==> config.mk <==
export PLATFORM = sky130hd
export DESIGN_NAME = devicetree_struct_parser_unit
export DESIGN_NICKNAME = d
export VERILOG_FILES = /design/src/rtl/dtsp_pkg.sv /design/src/rtl/dtsp_step.sv /design/src/rtl/devicetree_struct_parser_unit.sv
export SDC_FILE = /design/constraint.sdc
export NUM_CORES = 1
export LEC_CHECK = 0
export BUFFER_PORTS_ARGS = -buffer_cell sky130_fd_sc_hd__buf_2
export CAP_MARGIN = 20
export CORE_UTILIZATION = 60
export DETAILED_ROUTE_END_ITERATION = 7
export PLACE_DENSITY = 0.82
export SKIP_LAST_GASP = 1
export SLEW_MARGIN = 20
export SYNTH_ARGS = -nofsm -noshare
export SYNTH_HDL_FRONTEND = slang
export SYNTH_SLANG_ARGS = --single-unit
==> constraint.sdc <==
create_clock -name clk -period 10.64 [get_ports clk]
set_input_delay 0.532 -clock clk [delete_from_list [all_inputs] [get_ports clk]]
set_output_delay 0.532 -clock clk [all_outputs]
set_load 0.1 [all_outputs]
==> src/rtl/dtsp_pkg.sv <==
// Shared types, token codes and helper functions for the device tree structure parser.
package dtsp_pkg;

    localparam int unsigned WordW = 32;
    localparam int unsigned WordBytes = 4;
    localparam int unsigned WordsLeftW = 31;

    localparam logic [WordW-1:0] TokBeginNode = 32'h0000_0001;
    localparam logic [WordW-1:0] TokEndNode   = 32'h0000_0002;
    localparam logic [WordW-1:0] TokProp      = 32'h0000_0003;
    localparam logic [WordW-1:0] TokNop       = 32'h0000_0004;
    localparam logic [WordW-1:0] TokEnd       = 32'h0000_0009;

    localparam logic [7:0] ByteMask = 8'hFF;

    typedef enum logic [2:0] {
        PH_TOKEN = 3'd0,
        PH_NAME  = 3'd1,
        PH_PLEN  = 3'd2,
        PH_PNAME = 3'd3,
        PH_VALUE = 3'd4
    } phase_t;

    typedef enum logic [1:0] {
        KIND_PROP    = 2'd0,
        KIND_END     = 2'd1,
        KIND_UNKNOWN = 2'd2
    } kind_t;

    typedef enum logic {
        CFG_STRUCT_OFFSET  = 1'b0,
        CFG_STRINGS_OFFSET = 1'b1
    } cfg_index_t;

    typedef struct packed {
        phase_t                phase;
        logic [WordW-1:0]      byte_position;
        logic [WordW-1:0]      node_start;
        logic [WordW-1:0]      prop_length;
        logic [WordsLeftW-1:0] words_left;
        logic                  finished;
    } parse_state_t;

    typedef struct packed {
        logic [WordW-1:0] tag;
        logic [WordW-1:0] value_length;
        logic [WordW-1:0] value_offset;
        logic [WordW-1:0] prop_name_offset;
        logic [WordW-1:0] node_name_offset;
    } event_data_t;

    // Reverse byte order: memory byte 0 becomes the most significant byte.
    function automatic logic [WordW-1:0] swap_word(input logic [WordW-1:0] w);
        swap_word = {w[7:0], w[15:8], w[23:16], w[31:24]};
    endfunction

    function automatic logic has_zero_byte(input logic [WordW-1:0] w);
        has_zero_byte = ((w[7:0] & ByteMask) == 8'd0) || ((w[15:8] & ByteMask) == 8'd0) ||
                        ((w[23:16] & ByteMask) == 8'd0) || ((w[31:24] & ByteMask) == 8'd0);
    endfunction

endpackage

==> src/rtl/dtsp_step.sv <==
// Next-state and event logic for one structure-block word.
module dtsp_step
    import dtsp_pkg::*;
(
    input  parse_state_t      cur,
    input  logic [WordW-1:0]  word,
    input  logic              first,
    input  logic              stop,
    input  logic [WordW-1:0]  struct_offset,
    input  logic [WordW-1:0]  strings_offset,
    output parse_state_t      nxt,
    output logic              ev_valid,
    output kind_t             ev_kind,
    output event_data_t       ev_data
);

    parse_state_t           base;
    logic [WordW-1:0]       v;
    logic [WordW-1:0]       pos;
    logic [WordsLeftW-1:0]  wl;

    always_comb
    begin
        base = cur;
        if (first)
        begin
            base = '0;
            base.phase = PH_TOKEN;
        end

        v   = swap_word(word);
        pos = base.byte_position + WordW'(WordBytes);
        wl  = {1'b0, base.prop_length[WordW-1:2]} + WordsLeftW'(base.prop_length[1:0] != 2'd0);

        nxt      = base;
        ev_valid = 1'b0;
        ev_kind  = KIND_PROP;
        ev_data  = '0;

        if (stop)
        begin
            nxt.finished = 1'b1;
        end
        else if (!base.finished)
        begin
            nxt.byte_position = pos;
            unique case (base.phase)
                PH_TOKEN:
                begin
                    if (v == TokBeginNode)
                    begin
                        nxt.node_start = pos;
                        nxt.phase      = PH_NAME;
                    end
                    else if (v == TokProp)
                    begin
                        nxt.phase = PH_PLEN;
                    end
                    else if (v != TokEndNode && v != TokNop)
                    begin
                        ev_valid    = 1'b1;
                        ev_kind     = (v == TokEnd) ? KIND_END : KIND_UNKNOWN;
                        ev_data.tag = v;
                        if (v == TokEnd)
                            nxt.finished = 1'b1;
                    end
                end
                PH_NAME:
                begin
                    if (has_zero_byte(word))
                        nxt.phase = PH_TOKEN;
                end
                PH_PLEN:
                begin
                    nxt.prop_length = v;
                    nxt.phase       = PH_PNAME;
                end
                PH_PNAME:
                begin
                    ev_valid                 = 1'b1;
                    ev_kind                  = KIND_PROP;
                    ev_data.node_name_offset = struct_offset + base.node_start;
                    ev_data.prop_name_offset = strings_offset + v;
                    ev_data.value_offset     = struct_offset + pos;
                    ev_data.value_length     = base.prop_length;
                    ev_data.tag              = TokProp;
                    nxt.words_left           = wl;
                    nxt.phase                = (wl == '0) ? PH_TOKEN : PH_VALUE;
                end
                default:
                begin
                    if (base.words_left != '0)
                        nxt.words_left = base.words_left - WordsLeftW'(1);
                    if (base.words_left <= WordsLeftW'(1))
                        nxt.phase = PH_TOKEN;
                end
            endcase
        end
    end

endmodule

==> src/rtl/devicetree_struct_parser_unit.sv <==
// Top level of the flattened device tree structure-block parser.
//
//  channel | direction | tdata                                  | tuser
//  --------+-----------+----------------------------------------+----------------
//  s_*     | in        | word[31:0]                             | first, stop
//  m_*     | out       | node, prop name, value off, len, tag   | kind[1:0]
//  cfg_*   | in        | cfg_data = register value              | cfg_index
//
// Flow: one word per clock while the output is not stalled; a word is held in the input
// register, then the parser logic updates state and loads the result register,
// from which the event is presented on m_*.
// Reset: rst_n clears the parser state, both offset registers and all valid flags.
// Stalls: while the result register holds an untaken event the input register
// holds; s_tready falls only when both stages are full.
module devicetree_struct_parser_unit
    import dtsp_pkg::*;
(
    input  logic         clk,
    input  logic         rst_n,

    input  logic         s_tvalid,
    output logic         s_tready,
    input  logic [31:0]  s_tdata,   // [31:0] word
    input  logic [1:0]   s_tuser,   // [0] first, [1] stop

    output logic         m_tvalid,
    input  logic         m_tready,
    output logic [159:0] m_tdata,   // [31:0] node_name_offset, [63:32] prop_name_offset,
                                    // [95:64] value_offset, [127:96] value_length,
                                    // [159:128] tag
    output logic [1:0]   m_tuser,   // [1:0] kind

    input  logic         cfg_we,
    input  logic         cfg_index,
    input  logic [31:0]  cfg_data
);

    // Configuration registers.
    logic [WordW-1:0] struct_offset_reg;
    logic [WordW-1:0] strings_offset_reg;

    // Input stage.
    logic             in_valid_reg;
    logic [WordW-1:0] in_word_reg;
    logic             in_first_reg;
    logic             in_stop_reg;

    // Parser state.
    parse_state_t     state_reg;
    parse_state_t     state_next;

    // Result stage.
    logic             out_valid_reg;
    kind_t            out_kind_reg;
    event_data_t      out_data_reg;

    logic             ev_valid;
    kind_t            ev_kind;
    event_data_t      ev_data;
    logic             advance;

    // The work stage moves whenever the result register is empty or being taken.
    assign advance  = !out_valid_reg || m_tready;
    assign s_tready = !in_valid_reg || advance;

    assign m_tvalid = out_valid_reg;
    assign m_tdata  = out_data_reg;
    assign m_tuser  = out_kind_reg;

    dtsp_step u_step (
        .cur            (state_reg),
        .word           (in_word_reg),
        .first          (in_first_reg),
        .stop           (in_stop_reg),
        .struct_offset  (struct_offset_reg),
        .strings_offset (strings_offset_reg),
        .nxt            (state_next),
        .ev_valid       (ev_valid),
        .ev_kind        (ev_kind),
        .ev_data        (ev_data)
    );

    // Write the offset registers; no read-back.
    always_ff @(posedge clk or negedge rst_n)
    begin
        if (!rst_n)
        begin
            struct_offset_reg  <= '0;
            strings_offset_reg <= '0;
        end
        else if (cfg_we)
        begin
            unique case (cfg_index)
                CFG_STRUCT_OFFSET:  struct_offset_reg  <= cfg_data;
                CFG_STRINGS_OFFSET: strings_offset_reg <= cfg_data;
                default:            struct_offset_reg  <= struct_offset_reg;
            endcase
        end
    end

    // Input register: load on every transfer, drop the valid flag once consumed.
    always_ff @(posedge clk or negedge rst_n)
    begin
        if (!rst_n)
            in_valid_reg <= 1'b0;
        else if (s_tready)
            in_valid_reg <= s_tvalid;
    end

    always_ff @(posedge clk)
    begin
        if (s_tvalid && s_tready)
        begin
            in_word_reg  <= s_tdata;
            in_first_reg <= s_tuser[0];
            in_stop_reg  <= s_tuser[1];
        end
    end

    // Advance parser state once per consumed word.
    always_ff @(posedge clk or negedge rst_n)
    begin
        if (!rst_n)
        begin
            // All-zero state: expect token at byte zero.
            state_reg <= '0;
        end
        else if (in_valid_reg && advance)
        begin
            state_reg <= state_next;
        end
    end

    // Result register: hold until the downstream transfer completes.
    always_ff @(posedge clk or negedge rst_n)
    begin
        if (!rst_n)
            out_valid_reg <= 1'b0;
        else if (advance)
            out_valid_reg <= in_valid_reg && ev_valid;
    end

    always_ff @(posedge clk)
    begin
        if (advance && in_valid_reg && ev_valid)
        begin
            out_kind_reg <= ev_kind;
            out_data_reg <= ev_data;
        end
    end

endmodule

==> results of run 1 <==
==> area by class of cell <==
| type | count | area, um^2 |
|---|---|---|
| clock inverters | 15 | 153 |
| well taps | 461 | 577 |
| multi-input cells | 1559 | 10700 |
| flip-flops and latches | 393 | 10800 |
| fillers | 2611 | 10700 |
| inverters | 36 | 135 |
| repair buffers | 258 | 1400 |
| diodes | 4 | 10.0 |
| clock buffers | 63 | 1310 |
==> routing by layer <==
metal | global-route usage | routed length (um) | vias to the layer above
met1 | 0.465 | 26900 | 8933
met2 | 0.535 | 29400 | 907
li1 | - | - | 8216
met4 | 0.187 | 3330 | 0
met3 | 0.0530 | 5020 | 181
met5 | 0 | 0 | -
==> worst min path at each step <==
stage,from,to
finish,rst_n,state_reg[1]
global route,rst_n,state_reg[1]
CTS,rst_n,state_reg[2]
detailed placement,state_reg[90],state_reg[90]
global placement,state_reg[90],state_reg[90]
floorplan,rst_n,in_valid_reg
==> power groups by stage <==
stage | clock network, mW | registers, mW | logic [mW]
after global routing | 1.61 | 1.83 | 1.16
after global placement | 0 | 1.85 | 1.05
after floorplan | 0 | 2.15 | 0.515
after detailed placement | 0 | 1.85 | 1.07
final | 1.54 | 1.83 | 1.09
after CTS | 1.55 | 1.82 | 1.08
==> Yosys cell counts, drive strengths merged (14+ instances only) <==
cell | n | share of area
ha | 99 | 0.056
nor2 | 195 | 0.033
nor4 | 25 | 0.0097
a31oi | 20 | 0.0057
nand2 | 135 | 0.023
a21o | 59 | 0.020
a211oi | 22 | 0.0080
nor2b | 60 | 0.017
dfrtp | 197 | 0.22
buf | 35 | 0.0079
o21a | 25 | 0.0085
nand3 | 50 | 0.012
or3 | 21 | 0.0060
clkbuf | 68 | 0.012
and2 | 14 | 0.0040
o21ai | 112 | 0.025
mux2 | 64 | 0.033
a22o | 80 | 0.032
xor2 | 50 | 0.020
nor3 | 58 | 0.014
xnor2 | 70 | 0.028
inv | 36 | 0.0061
and3 | 87 | 0.025
nand4 | 19 | 0.0064
nand2b | 16 | 0.0049
edfxtp | 196 | 0.27
a21oi | 112 | 0.026
==> per-stage QoR <==
step,hold WS [ns],cells,setup WS (ns),cell area [um^2]
finish,0.0268,2789,5.22,25100
global route,0.0787,2789,4.94,25100
CTS,0.0396,2784,5.29,25000
detailed placement,0.473,2706,5.30,23600
global placement,0.468,2706,5.46,23600
floorplan,0.236,2091,1.42,22000
==> logic make-up (layout without fill, tap and decap cells) <==
kind of cell    count (synthesis)  in the layout  synth area share
buf+inv                       139            372            0.0256
flops                         393            393             0.491
mux                            71             71            0.0359
simple gates                  720            720             0.171
other cells                     0              4                 0
xor+xnor                      120            120            0.0477
compound gates                546            546             0.170
fa+ha+maj                     102            102            0.0590
==> results.json, run 1 <==
{
  "cts_tree": "done",
  "path_cells": "inv_2 -> nand2_2 -> inv_2 -> ha_1 -> and3_1 -> and3_1 -> nand3_1 -> nor2_1 -> xnor2_1 -> nor2_1 -> ha_1 -> a21oi_1 -> o21ai_0 -> a221o_1 -> a221oi_1 -> a31oi_1 -> a31o_2 -> xnor2_1 -> nor2_1",
  "cts_resized": 0,
  "dieArea_um2": 37500,
  "largest_reg_flops": 160,
  "synth-seq-area-share": 0.491,
  "synth-async-reset-ratio": 0.501,
  "cpMostUsedCell": "nor2_1",
  "rsz0062_at_grt": "no",
  "hold_buffers": 0,
  "p_leak_nw": 10.8,
  "grt_use_total": 0.344,
  "wl_mm": 64.7,
  "hold_violations": 0,
  "dp_hpwl_mm": 46.0,
  "cts_made_buffers": 42,
  "fin_crit_ns": 5.42,
  "path_depth": 19,
  "synth_edf_count": 196,
  "grt-ovfl-total": 0,
  "crit_path_max_incr_delay_ns": 0.57,
  "syn_avg_cell_area_um2": 10.5,
  "combPwrFrac": 0.245,
  "maxCapViolations": 0,
  "worst_path_max_delay_cell": "inv_2",
  "r2r_end": "m_tdata[95]",
  "yosysWarnings": 0,
  "fp-row-count": 69,
  "syn_nets": 2265,
  "grt_pass1_vias": 17700,
  "tns_ns": 0,
  "maxSlewViolCount": 0,
  "clock_sinks": 393,
  "syn_inst": 2091,
  "required_ns": 10.93,
  "first_pass_iters": 7,
  "vias": 18200,
  "ys_ff_latch": 393,
  "worst_ep_arrival_time_ns": 5.71,
  "clockRootBuffer": "clkbuf_16",
  "grt_pass1_wl_mm": 100,
  "via_per_inst": 6.54,
  "final_cell_mix": "buf_2 (234), dfrtp_1 (197), edfxtp_1 (196), nor2_1 (192), nand2_1 (132)",
  "wl_per_cell_um": 23.2,
  "r2r_slack_ns": 5.22,
  "pwr-share-seq": 0.410,
  "p_int_mw": 2.94,
  "initial_core_util": 0.615,
  "p_sw_frac": 0.341,
  "worst_slew_pin_slew_ns": 1.07,
  "reg2reg_depth": 19,
  "cp_max_fo": 35,
  "clock.fmax_mhz": 184,
  "end_kind": "register",
  "final_antenna_net_count": 0,
  "port_buffers": 235,
  "io_pins": 236,
  "route.detailed.drc": 0,
  "first_iter_violations": 1712,
  "power_density_nw_per_um2": 178,
  "clk_path_buf_depth": 3,
  "insertion_delay_ns": 0.57,
  "path_clk_slew_ns": 0.06,
  "drive_gt1_frac": 0.188,
  "core_area_um2": 35800,
  "antenna_found_initial": 5,
  "ir_drop_mv": 0.141,
  "power_switching_mw": 1.52,
  "cp_num_buf_inv": 2,
  "status": "completed",
  "power_mw": 4.46,
  "r2r-start": "in_first_reg",
  "path_delay_family": "compound AO/OA/AOI/OAI gates",
  "syn-cell-area_um2": 22000,
  "synth_cell_types": 91,
  "post-route-period-util": 0.510,
  "post_cts_buffers": 0,
  "hold_path.class": "input pin to asynchronous set/reset pin",
  "max_slew_margin": 0.284,
  "cts.htree.levels": 2,
  "nNetsFinal": 2464,
  "die_h_um": 194,
  "crit_path_end": "m_tdata[95]",
  "die_w_um": 194,
  "final_common_cell": "buf_2",
  "syn_to_final_growth_pct": 13.9,
  "crit_type": "register to register",
  "finClkSkew_ns": 0.0217,
  "synth-main-ff-cell": "dfrtp_1",
  "crit_start": "in_first_reg",
  "fin_util": 0.700,
  "gp_congestion": 0.939,
  "grt_max_degree": 131,
  "cp-start-kind": "register",
  "pwr-share-clk": 0.345,
  "setup_viol": 0
}
No activity file was read; power rests on OpenSTA's default activity.
==> inputs of run 2 (changes only) <==
--- a/config.mk
+++ b/config.mk
@@ -5,11 +5,12 @@
 export SDC_FILE = /design/constraint.sdc
 export NUM_CORES = 1
 export LEC_CHECK = 0
+export ABC_AREA = 1
 export BUFFER_PORTS_ARGS = -buffer_cell sky130_fd_sc_hd__buf_2
 export CAP_MARGIN = 20
-export CORE_UTILIZATION = 60
+export CORE_UTILIZATION = 55
 export DETAILED_ROUTE_END_ITERATION = 7
-export PLACE_DENSITY = 0.82
+export PLACE_DENSITY = 0.79
 export SKIP_LAST_GASP = 1
 export SLEW_MARGIN = 20
 export SYNTH_ARGS = -nofsm -noshare
==> constraint.sdc (replaced) <==
create_clock -name clk -period 4.8 [get_ports clk]
set_input_delay 0.24 -clock clk [delete_from_list [all_inputs] [get_ports clk]]
set_output_delay 0.24 -clock clk [all_outputs]
set_load 0.1 [all_outputs]
==> results.json, run 2 <==
{
  "worst_slew_pin_slew_ns": 1.00,
  "initial_core_util": 0.562,
  "die_h_um": 216,
  "grt_pass1_wl_mm": 127,
  "yosysWarnings": 0,
  "insertion_delay_ns": 0.59,
  "port_buffers": 235,
  "cpMostUsedCell": "nand2_1",
  "power_mw": 11.7,
  "grt_util_met2": 0.548,
  "crit_path_max_incr_delay_ns": 0.46,
  "yosys.area.top_type": "edfxtp_1",
  "dp_hpwl_mm": 60.0,
  "synthTopCellsByCount": "nand2_1 (641), nor2_1 (433), inv_1 (413)",
  "cts_resized": 0,
  "ir_drop_mv": 0.369,
  "clk_path_buf_depth": 3,
  "die_w_um": 216,
  "clock_sinks": 393,
  "cts_tree": "done",
  "cp_max_fo": 80,
  "hold_violations": 0,
  "synth_most_common_cell": "nand2_1",
  "rsz0062_at_grt": "no",
  "clockRootBuffer": "clkbuf_16",
  "first_iter_violations": 2879,
  "syn_avg_cell_area_um2": 7.66,
  "wl_mm": 82.8,
  "synth-async-reset-ratio": 0.501,
  "post_cts_buffers": 0,
  "post-route-period-util": 0.849,
  "nNetsFinal": 3704,
  "cts.htree.levels": 2,
  "synth-main-ff-cell": "dfrtp_1",
  "crit_start": "in_first_reg",
  "grt_pass1_vias": 22700,
  "syn-cell-area_um2": 25100,
  "synthTopCellsByArea": "edfxtp_1 (23%), dfrtp_1 (20%), nand2_1 (9.6%)",
  "grt_max_degree": 133,
  "fp-row-count": 77,
  "status": "completed",
  "gr-usage-met3": 0.0579,
  "path_cells": "buf_12 -> nor2_1 -> ha_1 -> nand3_1 -> inv_1 -> nand2_1 -> nor2_2 -> nand4_2 -> nor2_2 -> xor2_1 -> inv_1 -> ha_1 -> nand2_1 -> nor2_1 -> inv_1 -> nor4_1 -> nand4_1 -> nand2_1 -> nand2_1 -> nand2_1 -> nor2_1",
  "synth_cell_types": 56,
  "wl_per_cell_um": 19.9,
  "power_density_nw_per_um2": 404,
  "dieArea_um2": 46500,
  "finClkSkew_ns": 0.0190,
  "cts_made_buffers": 43,
  "first_pass_iters": 6,
  "ys_ff_latch": 393,
  "largest_reg_flops": 160,
  "cp_num_buf_inv": 4,
  "required_ns": 5.15,
  "hold_path.class": "input pin to register",
  "core_area_um2": 44600,
  "fin_crit_ns": 4.08,
  "min_from": "cfg_data[7]",
  "synth-seq-area-share": 0.431,
  "synth_edf_count": 196,
  "route.detailed.drc": 0,
  "drive_gt1_frac": 0.118,
  "maxSlewViolCount": 0,
  "syn_to_final_growth_pct": 15.5,
  "cp-start-kind": "register",
  "hold_slack_ns": 0.0344,
  "met1_usage": 0.478,
  "worst_path_max_delay_cell": "edfxtp_1",
  "path_clk_slew_ns": 0.07,
  "synth_top_area_frac": 0.235,
  "setup_viol": 0,
  "worst_ep_arrival_time_ns": 4.43,
  "nFillCells": 3761,
  "top_usage_layer": "met2",
  "clock.fmax_mhz": 245,
  "io_pins": 236,
  "syn_nets": 3446,
  "via_per_inst": 5.90,
  "r2r-start": "in_first_reg",
  "final_common_cell": "nand2_1",
  "syn_inst": 3272,
  "final_antenna_net_count": 0,
  "vias": 24500,
  "grt_use_total": 0.352,
  "end_kind": "register",
  "gp_congestion": 1.06,
  "grt-ovfl-total": 0,
  "p_leak_nw": 13.1,
  "maxCapViolations": 0,
  "final_cell_mix": "nand2_1 (640), nor2_1 (432), inv_1 (412), o21ai_0 (315), a21oi_1 (254)",
  "max_slew_margin": 0.331,
  "fin_util": 0.649,
  "tns_ns": 0,
  "antenna_found_initial": 2,
  "path_delay_family": "simple AND/OR/NAND/NOR gates",
  "crit_type": "register to register"
}
==> run 2: layout make-up <==
cell class,instances,area [um^2],share of cell area
Antenna cell,2,5.00,0.000173
Clock buffer,58,1270,0.0439
Clock inverter,22,283,0.00976
Inverter,425,1600,0.0552
Multi-Input combinational cell,2341,12200,0.420
Sequential cell,393,10800,0.373
Tap cell,592,741,0.0256
Timing Repair Buffer,326,2080,0.0718
==> run 2: metal layers <==
| layer | routed length, um | vias to the layer above | share of wire |
|---|---|---|---|
| met1 | 33000 | 11400 | 0.40 |
| met4 | 4390 | 0 | 0.053 |
| li1 | - | 11500 | - |
| met5 | 0 | - | 0 |
| met2 | 37100 | 1381 | 0.45 |
| met3 | 8280 | 230 | 0.10 |
==> run 2: logic make-up (layout without fill, tap and decap cells) <==
logic type,after synthesis,count (layout),share of synthesized area
simple gates,1398,1398,0.236
other cells,0,2,0
compound gates,778,778,0.174
xor+xnor,63,63,0.0223
flops,393,393,0.431
buf+inv,538,831,0.0848
fa+ha+maj,102,102,0.0518
==> run 2: worst register-to-register path, cell delays in order (launching register included) <==
cell and delay (ns):
edfxtp_1 0.46, buf_12 0.28, nor2_1 0.22, ha_1 0.21, nand3_1 0.14, inv_1 0.08, nand2_1 0.11, nor2_2 0.16
nand4_2 0.17, nor2_2 0.19, xor2_1 0.23, inv_1 0.15, ha_1 0.37, nand2_1 0.11, nor2_1 0.16, inv_1 0.07
nor4_1 0.29, nand4_1 0.16, nand2_1 0.11, nand2_1 0.06, nand2_1 0.06, nor2_1 0.05
==> run 2: worst paths after layout <==
kind,endpoint,cells after the start,slack [ns]
setup / recovery,m_tdata[95],21,0.72
hold / removal,struct_offset_reg[7],3,0.03
setup reg to reg,m_tdata[95],21,0.72
hold reg to reg,state_reg[96],2,0.49
max in group asynchronous,state_reg[33],3,3.43
min in group asynchronous,state_reg[79],2,0.37
==> run 2: power by group <==
group / internal, mW / switching (mW)
Sequential: 4.00 / 0.321
Combinational: 0.964 / 2.78
Clock: 2.15 / 1.49
Total: 7.11 / 4.59
==> run 2: timing repair <==
item,4_1_cts,5_1_grt
hold buffers,64,0
setup endpoints to repair,0,0
endpoints found under the hold margin,204,0
==> run 2: stage by stage <==
step / cell area (um^2) / std cells / setup slack [ns]
floorplan: 25100 / 3272 / 0.287
global placement: 26800 / 4013 / 0.944
CTS: 29000 / 4157 / 0.797
detailed placement: 26800 / 4013 / 0.819
global route: 29000 / 4159 / 0.394
finish: 29000 / 4159 / 0.725
